### src/rtl/bsm_pkg.sv
// Package for the bounding sphere merge block: widths, controller states and
// the command/status structs between controller and datapath. No dependencies.
`timescale 1ns / 1ps
package bsm_pkg;

  localparam int unsigned CoordWidth = 32;
  localparam int unsigned FracBits   = 16;

  typedef enum logic [3:0] {
    ST_IDLE,
    ST_MUL,
    ST_SUM,
    ST_CMP,
    ST_SQRT,
    ST_DPREP,
    ST_DIV,
    ST_AXIS,
    ST_OUT
  } state_e;

  typedef struct packed {
    logic load;
    logic mul;
    logic sum;
    logic cmp;
    logic sqrt_start;
    logic sqrt_step;
    logic dprep;
    logic div_start;
    logic div_step;
    logic axis;
    logic out_load;
  } cmd_t;

  typedef struct packed {
    logic first;
    logic last;
    logic contained;
    logic sqrt_done;
    logic div_done;
    logic axis_last;
  } sts_t;

endpackage

### src/rtl/bsm_ctrl.sv
// Controller state machine for the bounding sphere merge block.
// Depends on bsm_pkg.
`timescale 1ns / 1ps
module bsm_ctrl (
  input  logic            clk_i,
  input  logic            rst_ni,
  input  logic            in_valid_i,
  output logic            in_ready_o,
  input  logic            out_free_i,
  input  bsm_pkg::sts_t   sts_i,
  output bsm_pkg::cmd_t   cmd_o
);

  bsm_pkg::state_e state_q, state_d;

  always_ff @(posedge clk_i or negedge rst_ni) begin
    if (!rst_ni) state_q <= bsm_pkg::ST_IDLE;
    else         state_q <= state_d;
  end

  always_comb begin
    state_d = state_q;
    unique case (state_q)
      bsm_pkg::ST_IDLE: begin
        if (in_valid_i) state_d = bsm_pkg::ST_MUL;
      end
      bsm_pkg::ST_MUL: begin
        if (sts_i.first) state_d = sts_i.last ? bsm_pkg::ST_OUT : bsm_pkg::ST_IDLE;
        else             state_d = bsm_pkg::ST_SUM;
      end
      bsm_pkg::ST_SUM: state_d = bsm_pkg::ST_CMP;
      bsm_pkg::ST_CMP: begin
        if (sts_i.contained) state_d = sts_i.last ? bsm_pkg::ST_OUT : bsm_pkg::ST_IDLE;
        else                 state_d = bsm_pkg::ST_SQRT;
      end
      bsm_pkg::ST_SQRT: if (sts_i.sqrt_done) state_d = bsm_pkg::ST_DPREP;
      bsm_pkg::ST_DPREP: state_d = bsm_pkg::ST_DIV;
      bsm_pkg::ST_DIV: if (sts_i.div_done) state_d = bsm_pkg::ST_AXIS;
      bsm_pkg::ST_AXIS: begin
        if (sts_i.axis_last) state_d = sts_i.last ? bsm_pkg::ST_OUT : bsm_pkg::ST_IDLE;
        else                 state_d = bsm_pkg::ST_DPREP;
      end
      bsm_pkg::ST_OUT: if (out_free_i) state_d = bsm_pkg::ST_IDLE;
      default: state_d = bsm_pkg::ST_IDLE;
    endcase
  end

  always_comb begin
    cmd_o      = '0;
    in_ready_o = 1'b0;
    unique case (state_q)
      bsm_pkg::ST_IDLE: begin
        in_ready_o  = 1'b1;
        cmd_o.load  = in_valid_i;
      end
      bsm_pkg::ST_MUL:  cmd_o.mul = 1'b1;
      bsm_pkg::ST_SUM:  cmd_o.sum = 1'b1;
      bsm_pkg::ST_CMP: begin
        cmd_o.cmp        = 1'b1;
        cmd_o.sqrt_start = !sts_i.contained;
      end
      bsm_pkg::ST_SQRT:  cmd_o.sqrt_step = 1'b1;
      bsm_pkg::ST_DPREP: begin
        cmd_o.dprep     = 1'b1;
        cmd_o.div_start = 1'b1;
      end
      bsm_pkg::ST_DIV:  cmd_o.div_step = 1'b1;
      bsm_pkg::ST_AXIS: cmd_o.axis = 1'b1;
      bsm_pkg::ST_OUT:  cmd_o.out_load = out_free_i;
      default: ;
    endcase
  end

  assert property (@(posedge clk_i) disable iff (!rst_ni)
    in_ready_o |-> state_q == bsm_pkg::ST_IDLE)
    else $error("ready outside idle");
  assert property (@(posedge clk_i) disable iff (!rst_ni)
    cmd_o.load |=> state_q == bsm_pkg::ST_MUL)
    else $error("load did not start work");
  assert property (@(posedge clk_i) disable iff (!rst_ni)
    (state_q == bsm_pkg::ST_SQRT && !sts_i.sqrt_done) |=> state_q == bsm_pkg::ST_SQRT)
    else $error("root left early");

endmodule

### config.mk
export PLATFORM = sky130hd
export DESIGN_NAME = bsm_ctrl
export DESIGN_NICKNAME = d
export VERILOG_FILES = /design/src/rtl/bsm_pkg.sv /design/src/rtl/bsm_ctrl.sv
export SDC_FILE = /design/constraint.sdc
export NUM_CORES = 1
export LEC_CHECK = 0
export BUFFER_PORTS_ARGS = -buffer_cell sky130_fd_sc_hd__buf_2
export CAP_MARGIN = 20
export CELL_PAD_IN_SITES_DETAIL_PLACEMENT = 1
export CELL_PAD_IN_SITES_GLOBAL_PLACEMENT = 1
export CORE_AREA = 10 10 47 49
export CTS_BUF_LIST = sky130_fd_sc_hd__clkbuf_2
export DETAILED_ROUTE_END_ITERATION = 10
export DIE_AREA = 0 0 57 59
export GPL_TIMING_DRIVEN = 0
export PLACE_DENSITY_LB_ADDON = 0.1
export SYNTH_ARGS = -nofsm -noshare
export SYNTH_HDL_FRONTEND = slang
export SYNTH_SLANG_ARGS = --single-unit
### constraint.sdc
create_clock -name clk_i -period 1.4 [get_ports clk_i]
set_input_delay 0.14 -clock clk_i [delete_from_list [all_inputs] [get_ports clk_i]]
set_output_delay 0.14 -clock clk_i [all_outputs]
set_load 0.005 [all_outputs]
# After elaboration in Yosys (flattened, before gate mapping)
# Index checks and enable logic that the tools add are counted.
# W data, S select, Z words.
word_totals:
  regBits: 4
  latch_bits: 0
  mem_bits_rw: 0
  mem_bits_ro: 0
  input_bits: 10
  output_inout_bits: 12
  wordCells: 35
  n_memories: 0
classes:
  n_addsub: 0
  mul: 0
  div_mod_pow: 0
  order_cmp: 0
  eq_ne: 12
  shifts: 0
  muxes: 19
  n_bitwise: 0
  n_reduce_logical: 3
ops:
  columns: ["op", "count"]
  rows:
  - ["$pmux W4 S9", 1]
  - ["$mux W4", 8]
  - ["$eq A4 B3 Y1 const B", 4]
  - ["$eq A4 B2 Y1 const B", 2]
  - ["$mux W1", 8]
  - ["$ne A2 B2 Y1 const B", 4]
  - ["$eq A4 B1 Y1 const B", 1]
  - ["$eq A4 B4 Y1 const B", 1]
  - ["$logic_not A4 Y1", 1]
  - ["$mux W2", 2]
  - ["$reduce_and A4 Y1", 1]
  - ["$logic_not A1 Y1", 1]

# Logic depth before layout (Yosys ltp)
depth:
  word_depth: 3
  ltp_mapped: 4
  depth_no_buf: 3

# Worst setup path after synthesis
# No wires, ideal clock.
synth_path:
  kind: "reg2out"
  start: "reg state_q[0]"
  end: "out cmd_o[10] (netlist bit)"
  arrival_time_ps: 986
  t_required_ps: 1260
  path_slack_ps: 274
  stages_incl_launch_ff: 4
  path_cell_list: "dfrtp_1 buf_4 nor4_2 and2_1"
synth_lines:
  columns: ["element", "line_no", "source"]
  rows:
  - ["start: declaration", "bsm_ctrl.sv:14", "bsm_pkg::state_e state_q, state_d;"]
  - ["start signal: assignment", "bsm_ctrl.sv:17", "if (!rst_ni) state_q <= bsm_pkg::ST_IDLE;"]
  - ["start signal: assignment", "bsm_ctrl.sv:18", "else state_q <= state_d;"]
  - ["end: declaration", "bsm_ctrl.sv:11", "output bsm_pkg::cmd_t cmd_o"]

==> flow_summary_export.csv <==
group,metric,value,unit
sta,slew_headroom,0.832,
detailed_routing,drtAntennaViolNets,0,
clock_network,htreeDepth,1,
power,switchingPower,482,uW
clock_network,insertion_delay,0.20,ns
place,hpwl,955,um
place,gp_congestion,0.702,
logic_synthesis,seq_area_frac_synth,0.280,
logic_synthesis,synthesis.area,358,um^2
clock_network,numCtsBuffers,3,
logic_synthesis,netlist_top_cells_count,"5 x nor2_1, 4 x dfrtp_1, 4 x nor3_1, 3 x nand2b_1",
critical_path,cp_top_family,"simple AND/OR/NAND/NOR gates",
floorplanning,design.core.area,1400,um^2
sta,setup_ws,0.0454,ns
detailed_routing,viasPerCell,4.77,
logic_synthesis,ys.flop_type,"dfrtp_1",
critical_path,critPathArrivalTime,1.21,ns
sta,min_period_over_period,0.968,
logic_synthesis,syn_avg_cell_area,8.13,um^2
global_route,grt_overflow_total,0,
detailed_routing,dr_wl_met3,130,um
sta,hold_viol,0,
global_route,antenna_found_initial,0,
logic_synthesis,yosys-top-cells-area,"dfrtp_1 28%, mux2i_1 5.6%, nor3_1 5.6%, nand2b_1 5.2%, nor2_1 5.2%",
finish,largest_registers,"state_q x4",
logic_synthesis,synth_most_common_cell,"nor2_1",
worst_hold_path,min_to,"state_q[3]$_DFFE_PN0P_",
place,dpl_cell_area,483,um^2
detailed_routing,finalWirelength,1.29,mm
critical_path,r2r_slack,0.15,ns
logic_synthesis,synth_top_area_cell,"dfrtp_1",
finish,synthToLayoutAreaGrowth,66.4,%
power,pwr-share-seq,0.175,
sta,post-route-min-period,1.35,ns
clock_network,clk_pin_slew_worst_paths,0.04,ns
finish,drive_gt1_frac,0.560,
critical_path,worstReg2RegStart,"state_q[1]$_DFFE_PN0P_",
place,preCtsSetupSlack,0.206,ns
global_route,grt_max_degree,11,
finish,seqCellArea,101,um^2
critical_path,reg2reg_depth,5,
critical_path,required,1.26,ns
critical_path,crit_chain,"buf_6, nor4_4, and2_1, buf_2",
clock_network,cts_tree,"yes",
power,cellLeakagePower,0.000313,uW
power,p_sw_frac,0.416,
logic_synthesis,yosys_warnings,0,
floorplanning,design.die.area,3360,um^2
finish,final_area,596,um^2
power,p_int,677,uW
critical_path,slowest_delay,0.36,ns
finish,instances_no_fill,91,
power,ir_drop,0.000810,V
floorplanning,fp.dieH,59,um
worst_hold_path,holdPathStages,2,
sta,rsz0062_at_grt,"yes",
finish,fin_nets,87,
logic_synthesis,synthArstFlopShare,1.00,
detailed_routing,wl_met2,611,um
finish,n_antenna_cell,0,
sta,setup_tns,0,ns
worst_hold_path,min-delay-start,"sts_i[4]",
power,clockPowerShare,0.088,
floorplanning,initial_utilization,0.255,
detailed_routing,top_layer,"met4",
critical_path,cp-start-kind,"register",
power,powerDensity,1950,nW/um^2
detailed_routing,drtIter0Drc,1,
finish,largest-register,"state_q",
logic_synthesis,ys_types,24,
clock_network,cts.sinks,4,
sta,worst_clock_skew,0.00392,ns
critical_path,critPathKind,"reg -> out",
power,combPwrFrac,0.737,
critical_path,critPathMaxFanout,9,
finish,largest_reg_flops,4,
place,dp_cells,81,
global_route,grt.total_usage,0.0705,
logic_synthesis,synth_edf_count,0,
sta,slew_viol_final,0,
logic_synthesis,synth_nets,54,
detailed_routing,drc,0,
finish,fillers,194,
detailed_routing,vias,434,
logic_synthesis,yosysTopAreaCellShare,0.280,
global_route,grt_pass1_wl,1.94,mm
sta,fmax,738,MHz
detailed_routing,wl_met1,542,um
clock_network,cts_root_buf,"clkbuf_2",
sta,report.final.setup_viol,0,
logic_synthesis,postSynthRegisterBits,4,
logic_synthesis,syn_inst,44,
job,max_cap_viol_count,0,
detailed_routing,avgRoutedWirePerCell,14.2,um
critical_path,slowest_stage,"dfrtp_1",
detailed_routing,drtPass1Iterations,3,
worst_hold_path,hold_path_class,"in -> reg",
run_status,status,"finished, final reports clean",
critical_path,r2r-end,"state_q[3]$_DFFE_PN0P_",
critical_path,cp-startpoint,"state_q[0]$_DFFE_PN0P_",
critical_path,critPathBufInv,2,
place,numPortBuffers,21,
floorplanning,pin_count,22,
floorplanning,die_w,57,um
clock_network,clk_path_buf_depth,2,
finish,multi_input_comb_area,243,um^2
sta,max_slew.worst_pin.slew,0.250,ns
critical_path,cp-end-kind,"output port",
global_route,grt_pass1_vias,431,
floorplanning,rows,14,
-- cell type report --
cell class              count  area share
plain buffers               5      0.0882
multi-input cells          34       0.408
clock buffers               3      0.0252
well taps                  16      0.0336
inverters                   1     0.00630
flip-flops and latches      4       0.170
repair buffers             28       0.269
-- what timing repair did --
| action | CTS | global route |
|---|---|---|
| buffers inserted | 0 | 6 |
| endpoints found under the hold margin | 4 | 0 |
| pin swaps | 1 | 1 |
| endpoints found under the setup margin | 3 | 3 |
| resized for setup | 6 | 4 |
| hold buffers | 1 | 0 |
-- routing by layer --
layer  track usage  up-vias
li1              -      218
met2         0.115       13
met5             0        -
met3        0.0408        2
met4        0.0403        0
met1        0.0689      201
-- placed cells by master, fill, tap and decap left out, types with 2 or more instances in the layout --
master,count
buf_2,21
nor2b_1,2
dfrtp_1,3
a21oi_1,2
o21ai_0,2
nor2_1,4
clkbuf_2,3
nand2_1,2
nand2b_1,2
buf_6,4
buf_4,7
mux2i_1,2
nor3_1,4
-- power by group through the flow --
stage,sequential [uW],clock [uW],combinational (uW)
6_report,203,102,855
5_1_grt,210,119,942
4_1_cts,197,112,733
3_5_place_dp,194,0,643
3_3_place_gp,194,0,644
2_1_floorplan,186,0,444
-- kinds of logic (layout without fill, tap and decap cells) --
logic type | Yosys count | in the layout | synth area share
AND/OR/NAND/NOR | 25 | 25 | 0.423
AO/OA/AOI/OAI | 7 | 7 | 0.129
buffers and inverters | 6 | 37 | 0.112
flip-flops | 4 | 4 | 0.280
multiplexers | 2 | 2 | 0.0559
-- worst max path at each step --
stage / cells past startpoint / to
finish: 4 / cmd_o[10]
global route: 4 / cmd_o[10]
CTS: 4 / cmd_o[10]
detailed placement: 3 / cmd_o[6]
global placement: 4 / cmd_o[10]
floorplan: 3 / cmd_o[10]
-- through the flow --
step                      utilization  power, uW  hold WS, ns
after floorplan                     -        631       -0.156
after global placement          0.345        837      -0.0530
after detailed placement        0.345        837      -0.0501
after CTS                       0.385       1040        0.200
after global routing            0.425       1270        0.204
final                           0.425       1160        0.215
(Power assumes the default switching activity.)
